<file path="src/design/tr2rp_pkg.sv">
package tr2rp_pkg;

    localparam int KindW = 4;
    localparam int RoleW = 4;

    localparam logic [KindW-1:0] KIND_RDCH    = 4'd0;
    localparam logic [KindW-1:0] KIND_CLI     = 4'd1;
    localparam logic [KindW-1:0] KIND_BYTELO  = 4'd2;
    localparam logic [KindW-1:0] KIND_BYTEHI  = 4'd3;
    localparam logic [KindW-1:0] KIND_WORD    = 4'd4;
    localparam logic [KindW-1:0] KIND_WORD0   = 4'd5;
    localparam logic [KindW-1:0] KIND_ARGS    = 4'd6;
    localparam logic [KindW-1:0] KIND_BGET    = 4'd7;
    localparam logic [KindW-1:0] KIND_BPUT    = 4'd8;
    localparam logic [KindW-1:0] KIND_FIND    = 4'd9;
    localparam logic [KindW-1:0] KIND_FILE    = 4'd10;
    localparam logic [KindW-1:0] KIND_GBPB    = 4'd11;
    localparam logic [KindW-1:0] KIND_ILLEGAL = 4'd12;

    localparam logic [RoleW-1:0] ROLE_OP     = 4'd0;
    localparam logic [RoleW-1:0] ROLE_A      = 4'd1;
    localparam logic [RoleW-1:0] ROLE_X      = 4'd2;
    localparam logic [RoleW-1:0] ROLE_Y      = 4'd3;
    localparam logic [RoleW-1:0] ROLE_INLEN  = 4'd4;
    localparam logic [RoleW-1:0] ROLE_OUTLEN = 4'd5;
    localparam logic [RoleW-1:0] ROLE_BLK    = 4'd6;
    localparam logic [RoleW-1:0] ROLE_STR    = 4'd7;
    localparam logic [RoleW-1:0] ROLE_TERM   = 4'd8;

    localparam logic [7:0] OP_RDCH   = 8'h00;
    localparam logic [7:0] OP_CLI    = 8'h02;
    localparam logic [7:0] OP_BYTELO = 8'h04;
    localparam logic [7:0] OP_BYTEHI = 8'h06;
    localparam logic [7:0] OP_WORD   = 8'h08;
    localparam logic [7:0] OP_WORD0  = 8'h0A;
    localparam logic [7:0] OP_ARGS   = 8'h0C;
    localparam logic [7:0] OP_BGET   = 8'h0E;
    localparam logic [7:0] OP_BPUT   = 8'h10;
    localparam logic [7:0] OP_FIND   = 8'h12;
    localparam logic [7:0] OP_FILE   = 8'h14;
    localparam logic [7:0] OP_GBPB   = 8'h16;
    localparam logic [7:0] CHAR_CR   = 8'h0D;

    localparam logic [8:0] POS_MAX = 9'd511;

endpackage

</file>
<file path="src/design/tube_r2_request_parser.sv">
// R2 request parser.
// Input channel: byte_in with in_valid/in_stall; one transaction per byte
// written by the parasite to the R2 request register.
// Output channel: req_kind, byte_role, byte_value, block_pos, end_of_request
// and illegal_opcode with out_valid/out_stall; exactly one result
// transaction per input transaction, in order.
// Result: registered, and valid in the cycle after the input transaction.
// Throughput: one byte per cycle while no result is held by out_stall; the
// parser state and the result register are both updated in the cycle that accepts the byte.
// Stall: while a result is held by out_stall, in_stall is raised and the
// parser state does not advance; a result register slot that is being
// drained in the same cycle does not block a new byte.
// Reset: parser goes idle, position count and word in-length clear, no
// result is pending.
// Illegal opcodes are tagged and leave the parser idle.
module tube_r2_request_parser
(
    input  logic                          clk,
    input  logic                          rst_n,
    input  logic                          in_valid,
    output logic                          in_stall,
    input  logic [7:0]                    byte_in,
    output logic                          out_valid,
    input  logic                          out_stall,
    output logic [tr2rp_pkg::KindW-1:0]   req_kind,
    output logic [tr2rp_pkg::RoleW-1:0]   byte_role,
    output logic [7:0]                    byte_value,
    output logic [7:0]                    block_pos,
    output logic                          end_of_request,
    output logic                          illegal_opcode
);

    typedef enum logic [4:0] {
        ST_IDLE, ST_CLI, ST_BLO_X, ST_BLO_A, ST_BHI_X, ST_BHI_Y, ST_BHI_A,
        ST_W_A, ST_W_LEN, ST_W_BLK, ST_W_OUT, ST_W0_BLK, ST_ARG_Y, ST_ARG_BLK,
        ST_ARG_A, ST_BGET_Y, ST_BPUT_Y, ST_BPUT_A, ST_FIND_A, ST_FIND_Y,
        ST_FIND_STR, ST_FILE_BLK, ST_FILE_STR, ST_FILE_A, ST_GBPB_BLK, ST_GBPB_A
    } state_t;

    state_t                        state_reg, state_next;
    logic [8:0]                    pos_reg, pos_next;
    logic [7:0]                    wlen_reg, wlen_next;
    logic                          out_valid_reg;
    logic [tr2rp_pkg::KindW-1:0]   kind_reg, kind_next;
    logic [tr2rp_pkg::RoleW-1:0]   role_reg, role_next;
    logic [7:0]                    value_reg;
    logic [7:0]                    bpos_reg, bpos_next;
    logic                          end_reg, end_next;
    logic                          ill_reg, ill_next;

    logic                          in_accept;
    logic [8:0]                    pos;
    logic [7:0]                    pos_w, pos_w0, pos_arg, pos_blk16;

    assign in_stall  = out_valid_reg & out_stall;
    assign in_accept = in_valid & ~in_stall;

    assign pos       = (pos_reg < tr2rp_pkg::POS_MAX) ? pos_reg + 9'd1 : pos_reg;
    assign pos_w     = pos[7:0] - 8'd4;
    assign pos_w0    = pos[7:0] - 8'd2;
    assign pos_arg   = pos[7:0] - 8'd3;
    assign pos_blk16 = pos[7:0] - 8'd2;

    always_comb
    begin
        state_next = state_reg;
        wlen_next  = wlen_reg;
        kind_next  = tr2rp_pkg::KIND_ILLEGAL;
        role_next  = tr2rp_pkg::ROLE_OP;
        bpos_next  = 8'd0;
        end_next   = 1'b0;
        ill_next   = 1'b0;

        case (state_reg)
            ST_CLI:
            begin
                kind_next = tr2rp_pkg::KIND_CLI;
                if (byte_in == tr2rp_pkg::CHAR_CR)
                begin
                    role_next  = tr2rp_pkg::ROLE_TERM;
                    end_next   = 1'b1;
                    state_next = ST_IDLE;
                end
                else
                begin
                    role_next = tr2rp_pkg::ROLE_STR;
                end
            end
            ST_BLO_X:
            begin
                kind_next  = tr2rp_pkg::KIND_BYTELO;
                role_next  = tr2rp_pkg::ROLE_X;
                state_next = ST_BLO_A;
            end
            ST_BLO_A:
            begin
                kind_next  = tr2rp_pkg::KIND_BYTELO;
                role_next  = tr2rp_pkg::ROLE_A;
                end_next   = 1'b1;
                state_next = ST_IDLE;
            end
            ST_BHI_X:
            begin
                kind_next  = tr2rp_pkg::KIND_BYTEHI;
                role_next  = tr2rp_pkg::ROLE_X;
                state_next = ST_BHI_Y;
            end
            ST_BHI_Y:
            begin
                kind_next  = tr2rp_pkg::KIND_BYTEHI;
                role_next  = tr2rp_pkg::ROLE_Y;
                state_next = ST_BHI_A;
            end
            ST_BHI_A:
            begin
                kind_next  = tr2rp_pkg::KIND_BYTEHI;
                role_next  = tr2rp_pkg::ROLE_A;
                end_next   = 1'b1;
                state_next = ST_IDLE;
            end
            ST_W_A:
            begin
                kind_next  = tr2rp_pkg::KIND_WORD;
                role_next  = tr2rp_pkg::ROLE_A;
                state_next = ST_W_LEN;
            end
            ST_W_LEN:
            begin
                kind_next  = tr2rp_pkg::KIND_WORD;
                role_next  = tr2rp_pkg::ROLE_INLEN;
                wlen_next  = byte_in;
                state_next = (byte_in != 8'd0) ? ST_W_BLK : ST_W_OUT;
            end
            ST_W_BLK:
            begin
                kind_next = tr2rp_pkg::KIND_WORD;
                role_next = tr2rp_pkg::ROLE_BLK;
                bpos_next = pos_w;
                if (pos == {1'b0, wlen_reg} + 9'd3)
                begin
                    state_next = ST_W_OUT;
                end
            end
            ST_W_OUT:
            begin
                kind_next  = tr2rp_pkg::KIND_WORD;
                role_next  = tr2rp_pkg::ROLE_OUTLEN;
                end_next   = 1'b1;
                state_next = ST_IDLE;
            end
            ST_W0_BLK:
            begin
                kind_next = tr2rp_pkg::KIND_WORD0;
                role_next = tr2rp_pkg::ROLE_BLK;
                bpos_next = pos_w0;
                if (pos == 9'd6)
                begin
                    end_next   = 1'b1;
                    state_next = ST_IDLE;
                end
            end
            ST_ARG_Y:
            begin
                kind_next  = tr2rp_pkg::KIND_ARGS;
                role_next  = tr2rp_pkg::ROLE_Y;
                state_next = ST_ARG_BLK;
            end
            ST_ARG_BLK:
            begin
                kind_next = tr2rp_pkg::KIND_ARGS;
                role_next = tr2rp_pkg::ROLE_BLK;
                bpos_next = pos_arg;
                if (pos == 9'd6)
                begin
                    state_next = ST_ARG_A;
                end
            end
            ST_ARG_A:
            begin
                kind_next  = tr2rp_pkg::KIND_ARGS;
                role_next  = tr2rp_pkg::ROLE_A;
                end_next   = 1'b1;
                state_next = ST_IDLE;
            end
            ST_BGET_Y:
            begin
                kind_next  = tr2rp_pkg::KIND_BGET;
                role_next  = tr2rp_pkg::ROLE_Y;
                end_next   = 1'b1;
                state_next = ST_IDLE;
            end
            ST_BPUT_Y:
            begin
                kind_next  = tr2rp_pkg::KIND_BPUT;
                role_next  = tr2rp_pkg::ROLE_Y;
                state_next = ST_BPUT_A;
            end
            ST_BPUT_A:
            begin
                kind_next  = tr2rp_pkg::KIND_BPUT;
                role_next  = tr2rp_pkg::ROLE_A;
                end_next   = 1'b1;
                state_next = ST_IDLE;
            end
            ST_FIND_A:
            begin
                kind_next  = tr2rp_pkg::KIND_FIND;
                role_next  = tr2rp_pkg::ROLE_A;
                state_next = (byte_in == 8'd0) ? ST_FIND_Y : ST_FIND_STR;
            end
            ST_FIND_Y:
            begin
                kind_next  = tr2rp_pkg::KIND_FIND;
                role_next  = tr2rp_pkg::ROLE_Y;
                end_next   = 1'b1;
                state_next = ST_IDLE;
            end
            ST_FIND_STR:
            begin
                kind_next = tr2rp_pkg::KIND_FIND;
                if (byte_in == tr2rp_pkg::CHAR_CR)
                begin
                    role_next  = tr2rp_pkg::ROLE_TERM;
                    end_next   = 1'b1;
                    state_next = ST_IDLE;
                end
                else
                begin
                    role_next = tr2rp_pkg::ROLE_STR;
                end
            end
            ST_FILE_BLK:
            begin
                kind_next = tr2rp_pkg::KIND_FILE;
                role_next = tr2rp_pkg::ROLE_BLK;
                bpos_next = pos_blk16;
                if (pos == 9'd17)
                begin
                    state_next = ST_FILE_STR;
                end
            end
            ST_FILE_STR:
            begin
                kind_next = tr2rp_pkg::KIND_FILE;
                if (byte_in == tr2rp_pkg::CHAR_CR)
                begin
                    role_next  = tr2rp_pkg::ROLE_TERM;
                    state_next = ST_FILE_A;
                end
                else
                begin
                    role_next = tr2rp_pkg::ROLE_STR;
                end
            end
            ST_FILE_A:
            begin
                kind_next  = tr2rp_pkg::KIND_FILE;
                role_next  = tr2rp_pkg::ROLE_A;
                end_next   = 1'b1;
                state_next = ST_IDLE;
            end
            ST_GBPB_BLK:
            begin
                kind_next = tr2rp_pkg::KIND_GBPB;
                role_next = tr2rp_pkg::ROLE_BLK;
                bpos_next = pos_blk16;
                if (pos == 9'd17)
                begin
                    state_next = ST_GBPB_A;
                end
            end
            ST_GBPB_A:
            begin
                kind_next  = tr2rp_pkg::KIND_GBPB;
                role_next  = tr2rp_pkg::ROLE_A;
                end_next   = 1'b1;
                state_next = ST_IDLE;
            end
            default:
            begin
                state_next = ST_IDLE;
                case (byte_in)
                    tr2rp_pkg::OP_RDCH:
                    begin
                        kind_next = tr2rp_pkg::KIND_RDCH;
                        end_next  = 1'b1;
                    end
                    tr2rp_pkg::OP_CLI:
                    begin
                        kind_next  = tr2rp_pkg::KIND_CLI;
                        state_next = ST_CLI;
                    end
                    tr2rp_pkg::OP_BYTELO:
                    begin
                        kind_next  = tr2rp_pkg::KIND_BYTELO;
                        state_next = ST_BLO_X;
                    end
                    tr2rp_pkg::OP_BYTEHI:
                    begin
                        kind_next  = tr2rp_pkg::KIND_BYTEHI;
                        state_next = ST_BHI_X;
                    end
                    tr2rp_pkg::OP_WORD:
                    begin
                        kind_next  = tr2rp_pkg::KIND_WORD;
                        state_next = ST_W_A;
                    end
                    tr2rp_pkg::OP_WORD0:
                    begin
                        kind_next  = tr2rp_pkg::KIND_WORD0;
                        state_next = ST_W0_BLK;
                    end
                    tr2rp_pkg::OP_ARGS:
                    begin
                        kind_next  = tr2rp_pkg::KIND_ARGS;
                        state_next = ST_ARG_Y;
                    end
                    tr2rp_pkg::OP_BGET:
                    begin
                        kind_next  = tr2rp_pkg::KIND_BGET;
                        state_next = ST_BGET_Y;
                    end
                    tr2rp_pkg::OP_BPUT:
                    begin
                        kind_next  = tr2rp_pkg::KIND_BPUT;
                        state_next = ST_BPUT_Y;
                    end
                    tr2rp_pkg::OP_FIND:
                    begin
                        kind_next  = tr2rp_pkg::KIND_FIND;
                        state_next = ST_FIND_A;
                    end
                    tr2rp_pkg::OP_FILE:
                    begin
                        kind_next  = tr2rp_pkg::KIND_FILE;
                        state_next = ST_FILE_BLK;
                    end
                    tr2rp_pkg::OP_GBPB:
                    begin
                        kind_next  = tr2rp_pkg::KIND_GBPB;
                        state_next = ST_GBPB_BLK;
                    end
                    default:
                    begin
                        kind_next = tr2rp_pkg::KIND_ILLEGAL;
                        ill_next  = 1'b1;
                    end
                endcase
            end
        endcase

        pos_next = (state_next == ST_IDLE) ? 9'd0 : pos;
    end

    always_ff @(posedge clk or negedge rst_n)
    begin
        if (!rst_n)
        begin
            state_reg     <= ST_IDLE;
            pos_reg       <= 9'd0;
            wlen_reg      <= 8'd0;
            out_valid_reg <= 1'b0;
        end
        else
        begin
            if (in_accept)
            begin
                state_reg     <= state_next;
                pos_reg       <= pos_next;
                wlen_reg      <= wlen_next;
                out_valid_reg <= 1'b1;
            end
            else if (!out_stall)
            begin
                out_valid_reg <= 1'b0;
            end
        end
    end

    always_ff @(posedge clk)
    begin
        if (in_accept)
        begin
            kind_reg  <= kind_next;
            role_reg  <= role_next;
            value_reg <= byte_in;
            bpos_reg  <= bpos_next;
            end_reg   <= end_next;
            ill_reg   <= ill_next;
        end
    end

    assign out_valid      = out_valid_reg;
    assign req_kind       = kind_reg;
    assign byte_role      = role_reg;
    assign byte_value     = value_reg;
    assign block_pos      = bpos_reg;
    assign end_of_request = end_reg;
    assign illegal_opcode = ill_reg;

endmodule
</file>
<file path="config.mk">
export PLATFORM = sky130hd
export DESIGN_NAME = tube_r2_request_parser
export DESIGN_NICKNAME = d
export VERILOG_FILES = /design/src/design/tr2rp_pkg.sv /design/src/design/tube_r2_request_parser.sv
export SDC_FILE = /design/constraint.sdc
export NUM_CORES = 1
export LEC_CHECK = 0
export ABC_AREA = 0
export BUFFER_PORTS_ARGS = -buffer_cell sky130_fd_sc_hd__buf_2
export CORE_ASPECT_RATIO = 1.1
export CORE_MARGIN = 1.5
export CORE_UTILIZATION = 36
export CTS_CLUSTER_SIZE = 25
export DETAILED_ROUTE_END_ITERATION = 10
export GPL_TIMING_DRIVEN = 1
export PLACE_DENSITY = 0.5
export SLEW_MARGIN = 20
export SYNTH_ARGS = -nofsm -noshare
export SYNTH_HDL_FRONTEND = slang
export SYNTH_SLANG_ARGS = --single-unit
</file>
<file path="constraint.sdc">
create_clock -name clk -period 3.34 [get_ports clk]
set_input_delay 0.334 -clock clk [delete_from_list [all_inputs] [get_ports clk]]
set_output_delay 0.334 -clock clk [all_outputs]
set_load 0.01 [all_outputs]
</file>
# Word-level counts from Yosys, hierarchy flattened
# Cells that the tools add are included.
# op_classes
n_addsub	5
mul	0
div_mod_pow	0
order_cmp	1
eq_ne	41
shifts	0
n_mux	25
bitwise_logic	3
n_reduce_logical	23
# op_table
op	n
5-bit one-hot mux with 16 select lines	1
5-bit one-hot mux with 11 select lines	1
5-bit equality test (second input constant)	10
4-bit one-hot mux with 12 select lines	1
4-bit one-hot mux with 11 select lines	1
5-bit by 4-bit equality test with 1-bit output (second input constant)	8
8-bit by 4-bit equality test with 1-bit output (second input constant)	5
5-bit two-way mux	7
8-bit by 5-bit equality test with 1-bit output (second input constant)	4
4-bit one-hot mux with 7 select lines	1
25-bit OR reduction	1
8-bit one-hot mux with 3 select lines	1
5-bit by 3-bit equality test with 1-bit output (second input constant)	4
9-bit two-way mux	2
3-bit OR reduction	6
8-bit by 3-bit equality test with 1-bit output (second input constant)	2
8-bit by 2-bit subtractor with 8-bit output (second input constant)	2
13-bit OR reduction	1
12-bit OR reduction	1
5-bit by 2-bit equality test with 1-bit output (second input constant)	2
2-bit OR reduction	5
5-bit OR reduction	2
8-bit by 2-bit adder with 9-bit output (second input constant)	1
9-bit by 1-bit adder with 9-bit output (second input constant)	1
22 further kinds	28
# totals
regBits	49
latch_bits	0
mem_bits_rw	0
mem_bits_ro	0
in_bits	12
out_inout_bits	28
memories	0

# Depth between registers and ports, before layout
# logic_depth
word_depth	7
depth_mapped	14
depth_no_buf	12

# Worst setup path after synthesis
# No wires, ideal clock.
# synth_timing
path_type	register to register
from	register pos_reg[1]
to	register state_reg[1]
setup_ns	0.189
arrival_ns	2.594
t_required_ns	3.151
path_slack_ns	0.558
path_stages_with_launch	15
path_buffers	2
period_less_slack_ns	2.782
path_cell_list	dfrtp_1 ha_1 and4_1 buf_2 nand3_1 and2_1 buf_2 inv_1 ha_1 nor3b_1 nand4_2 nand2_1 o211ai_1 a211oi_2 a31oi_1
# synth_via
elab_chain_cells	5
elab_cells_between_ends	12
classes_between	add/sub (1); order compare (1); eq/ne (3); mux (7)
# synth_lines
element	line_no	source
from (decl)	tube_r2_request_parser.sv:41	logic [8:0] pos_reg, pos_next;
from (signal assigned)	tube_r2_request_parser.sv:369	pos_reg <= pos_next;
9-bit by 1-bit adder with 9-bit output or 9-bit less-than comparator (tied branches)	tube_r2_request_parser.sv:58	assign pos = (pos_reg < tr2rp_pkg::POS_MAX) ? pos_reg + 9'd1 : pos_reg;
9-bit two-way mux (*)	tube_r2_request_parser.sv:58	
9-bit by 5-bit equality test with 1-bit output (tied with other cells)	tube_r2_request_parser.sv:237, tube_r2_request_parser.sv:267	
5-bit two-way mux, on equally long branches	--	
5-bit one-hot mux with 16 select lines (*)	tube_r2_request_parser.sv:74	case (state_reg)
to (signal assigned)	tube_r2_request_parser.sv:368	state_reg <= state_next;
to (decl)	tube_r2_request_parser.sv:40	state_t state_reg, state_next;
# Mark *: on every way between the ends. The rest lies on a longest branch, timed or not.
# A chain may end at the register's enable or synchronous reset.

# Worst setup path in the final report
# layout_timing
from	register pos_reg[1]
to	register pos_reg[1]
# layout_via
elab_chain_cells	7
elab_cells_between_ends	14
classes_between	add/sub (1); order compare (1); eq/ne (3); mux (8); reduce/logical (1)
# layout_lines
element	line_no	source
9-bit by 1-bit adder with 9-bit output or 9-bit less-than comparator (tied branches)	tube_r2_request_parser.sv:58	
9-bit two-way mux (*)	tube_r2_request_parser.sv:58	
9-bit by 5-bit equality test with 1-bit output (tied with other cells)	tube_r2_request_parser.sv:237, tube_r2_request_parser.sv:267	
5-bit two-way mux, on equally long branches	--	
5-bit one-hot mux with 16 select lines	tube_r2_request_parser.sv:74	
5-bit logical NOT	tube_r2_request_parser.sv:352	pos_next = (state_next == ST_IDLE) ? 9'd0 : pos;
9-bit two-way mux (*)	tube_r2_request_parser.sv:352	
# Marked as above.

==> metrics <==
CP cell instances=ha_1 > and4_1 > nand3_1 > and2_1 > inv_1 > ha_1 > nor3b_1 > nand4_2 > o21ai_0 > nand3_1 > nor3_4 > a221oi_1; first-pass GRT wire length=about 17000 µm; vias in the first global route=~3300; VDD IR max=approximately 250 µV; ratio of cells with drive above 1 in the final layout=19.2%; Clock Sinks=a little under 50; post_cts resized=0; final worst-path cycle share=~89%; RR Startpoint=pos_reg[1]$_DFFE_PN0P_; RSZ-0062 raised after global routing=false; Tot Pwr=between 3 and 4 mW; delay-heaviest family, CP=simple AND/OR/NAND/NOR gates; largest net degree at the start of global routing=29; width of the chip=about 100 µm; # setup viols final=0; io pins=40; DRC violations left=0; via count=3441; largest family of logic cells by synthesized area=compound AO/OA/AOI/OAI gates; Yosys warnings=0; post-CTS setup buffers=0; Max-Cap Viols=0; fill count=between 900 and 1000; NumNets Final=about 500; Post-synth ARST share=a little under half; final core utilization=a little over two fifths; CTS Buffer Depth=2; core area=~10000 µm²; initial antenna violation count=0; Post-synth top flop=edfxtp_1; critical path type=flop to flop; Worst setup SP type=flop; Die H=110 µm; vias per cell=5.61; Slowest cell on crit path=nor3_4; compound-gate portion of the synthesized area=23.2%; syn_area_per_cell=about 8.6 µm²; leakage=1.68 nW; R2R depth=12; root buf cell=clkbuf_8; Least-Margin Pin Slew=approximately 0.57 ns; Syn Std Cell Area=between 3000 and 4000 µm²; clk slew on worst S/H paths=0.10 ns; 1st-iter DRT viols=roughly 190; Rel. slew slack=approximately three fifths; Final Max Tran Viols=0; total die area=around 11000 µm²; Fin Setup TNS=0 ns; overflow left after global routing=0; Largest register FFs=9; post-DR wirelength/cell=16.9 µm; Reg2Reg Capture Point=pos_reg[1]$_DFFE_PN0P_; routability cong.=~0.9; reg2reg setup slack=between 0.3 and 0.4 ns; Power per Cell Area=~840 nW/µm²; Syn Nets=roughly 460; WP buf/inv=1; Initial Util=37.5%; CTS tree=yes; endpoint type of the worst setup path=flop; Adder-Cell Fraction of Synth Area=approximately 2.6%; simple-gate share of the synthesized area=between 20% and 30%; status=complete, but fails checks; flops & latches, synth=~50; Hold Crit Class=primary input to asynchronous set/reset pin; register area share after synthesis=between 30% and 40%; Post-Syn Instances=between 400 and 500; Tot GR Track Use=about a fifth; hold_ws=-0.0102 ns; First-pass DRT Iterations=4; violated checks=hold timing; HPWL Detailed=roughly 7600 µm; xor/xnor share of the synthesized area=around 6.0%; Period minus WS final=a little under 3 ns; fmax=0.338 GHz; cts hold-fix bufs=0; post-route ant nets=0; final wirelength=roughly 10000 µm; Max stage delay on crit path=approximately 0.44 ns; Ant. Diodes=0; Max FO, Critical Path=9; FP Rows=38; Port Buffer Count=39; mux cell area share after synthesis=~4.5%; final hold vios=22; cts bufs inserted=5; Worst-Skew Late Latency=about 0.32 ns; Worst EP required=3.52 ns; Stages on worst setup path=12; worst path arrival time=between 3 and 4 ns; Area growth syn-to-layout=14.0%; number of synthesized flops with an enable pin=26; skew final=0.0112 ns; synth unique cells=72; H-tree depth=2
==> area by class of cell <==
cell class / instances / area [µm²] / share of cell area, %
well taps: 140 / 175 / 4.09
clock inverters: 2 / 38.8 / 0.905
inverters: 15 / 57.6 / 1.34
multi-input cells: 342 / 2210 / 51.5
flip-flops and latches: 49 / 1360 / 31.6
repair buffers: 59 / 358 / 8.35
clock buffers: 6 / 93.8 / 2.19
==> per-layer routing <==
| metal | track usage [%] | part of all wire, % | routed length [µm] |
|---|---|---|---|
| met2 | 31.4 | 47 | 4890 |
| met4 | 7.65 | 2.1 | 216 |
| met1 | 27.4 | 46 | 4710 |
| met5 | 0 | 0 | 0 |
| met3 | 3.47 | 5.1 | 528 |
==> cell usage after synthesis, drive strengths merged (6+ instances only) <==
| cell | n | area, µm² |
|---|---|---|
| clkbuf | 18 | 67.6 |
| mux2i | 10 | 100 |
| xnor2 | 15 | 131 |
| dfrtp | 23 | 576 |
| o21ai | 34 | 170 |
| mux2 | 6 | 67.6 |
| inv | 14 | 52.6 |
| nand3 | 14 | 75.1 |
| nand4 | 6 | 50.0 |
| ha | 7 | 87.6 |
| nor2b | 9 | 56.3 |
| edfxtp | 26 | 781 |
| nand2 | 44 | 165 |
| a21oi | 45 | 225 |
| nor2 | 39 | 146 |
| a31oi | 6 | 37.5 |
| xor2 | 8 | 70.1 |
| buf | 14 | 72.6 |
| nor3 | 13 | 97.6 |
==> where the power goes <==
part	switching (mW)	total, mW	internal (mW)	leakage [nW]
clock network	0.227	0.499	0.272	0.0669
logic	1.19	2.07	0.873	1.07
registers	0.193	1.03	0.837	0.539
==> cells by family (layout without fill, tap and decap cells) <==
family          Yosys count  count (layout)
simple gates            159             159
compound gates          135             135
flops                    49              49
buf+inv                  47              82
xor+xnor                 24              24
mux                      16              16
fa+ha+maj                 8               8
==> worst max path at each step <==
stage	end	start
floorplan	state_reg[1]$_DFFE_PN0P_	pos_reg[1]$_DFFE_PN0P_
finish	pos_reg[1]$_DFFE_PN0P_	pos_reg[1]$_DFFE_PN0P_
global route	pos_reg[0]$_DFFE_PN0P_	pos_reg[1]$_DFFE_PN0P_
global placement	pos_reg[5]$_DFFE_PN0P_	pos_reg[1]$_DFFE_PN0P_
CTS	pos_reg[1]$_DFFE_PN0P_	pos_reg[1]$_DFFE_PN0P_
detailed placement	pos_reg[5]$_DFFE_PN0P_	pos_reg[1]$_DFFE_PN0P_
==> worst register-to-register path, delay by kind of cell (launching register included) <==
kind	cells	cell delay (ns)
flip-flops	1	0.42
buffers and inverters	1	0.09
adder cells (fa/ha/maj)	2	0.41
AND/OR/NAND/NOR	7	1.65
AO/OA/AOI/OAI	2	0.26
==> cell usage in the layout, fill, tap and decap left out, types with 10 or more instances in the layout <==
master | netlist | routed
nand2_1 | 44 | 44
nor2_1 | 39 | 39
edfxtp_1 | 26 | 26
dfrtp_1 | 23 | 23
o21ai_0 | 32 | 32
xnor2_1 | 15 | 15
a21oi_1 | 45 | 45
nand3_1 | 13 | 13
inv_1 | 14 | 14
mux2i_1 | 10 | 10
buf_2 | 10 | 39
buf_4 | 2 | 19
==> stage by stage <==
step | instances | hold WS (ns) | setup WS (ns) | area [µm²]
after CTS | 613 | 0.00948 | 0.362 | 4290
after global routing | 613 | 0.0306 | 0.160 | 4290
after global placement | 605 | 0.360 | 0.426 | 4150
after floorplan | 438 | 0.0384 | 0.558 | 3760
after detailed placement | 605 | 0.362 | 0.399 | 4150
final | 613 | -0.0102 | 0.377 | 4290
No activity file was read; power rests on OpenSTA's default activity.
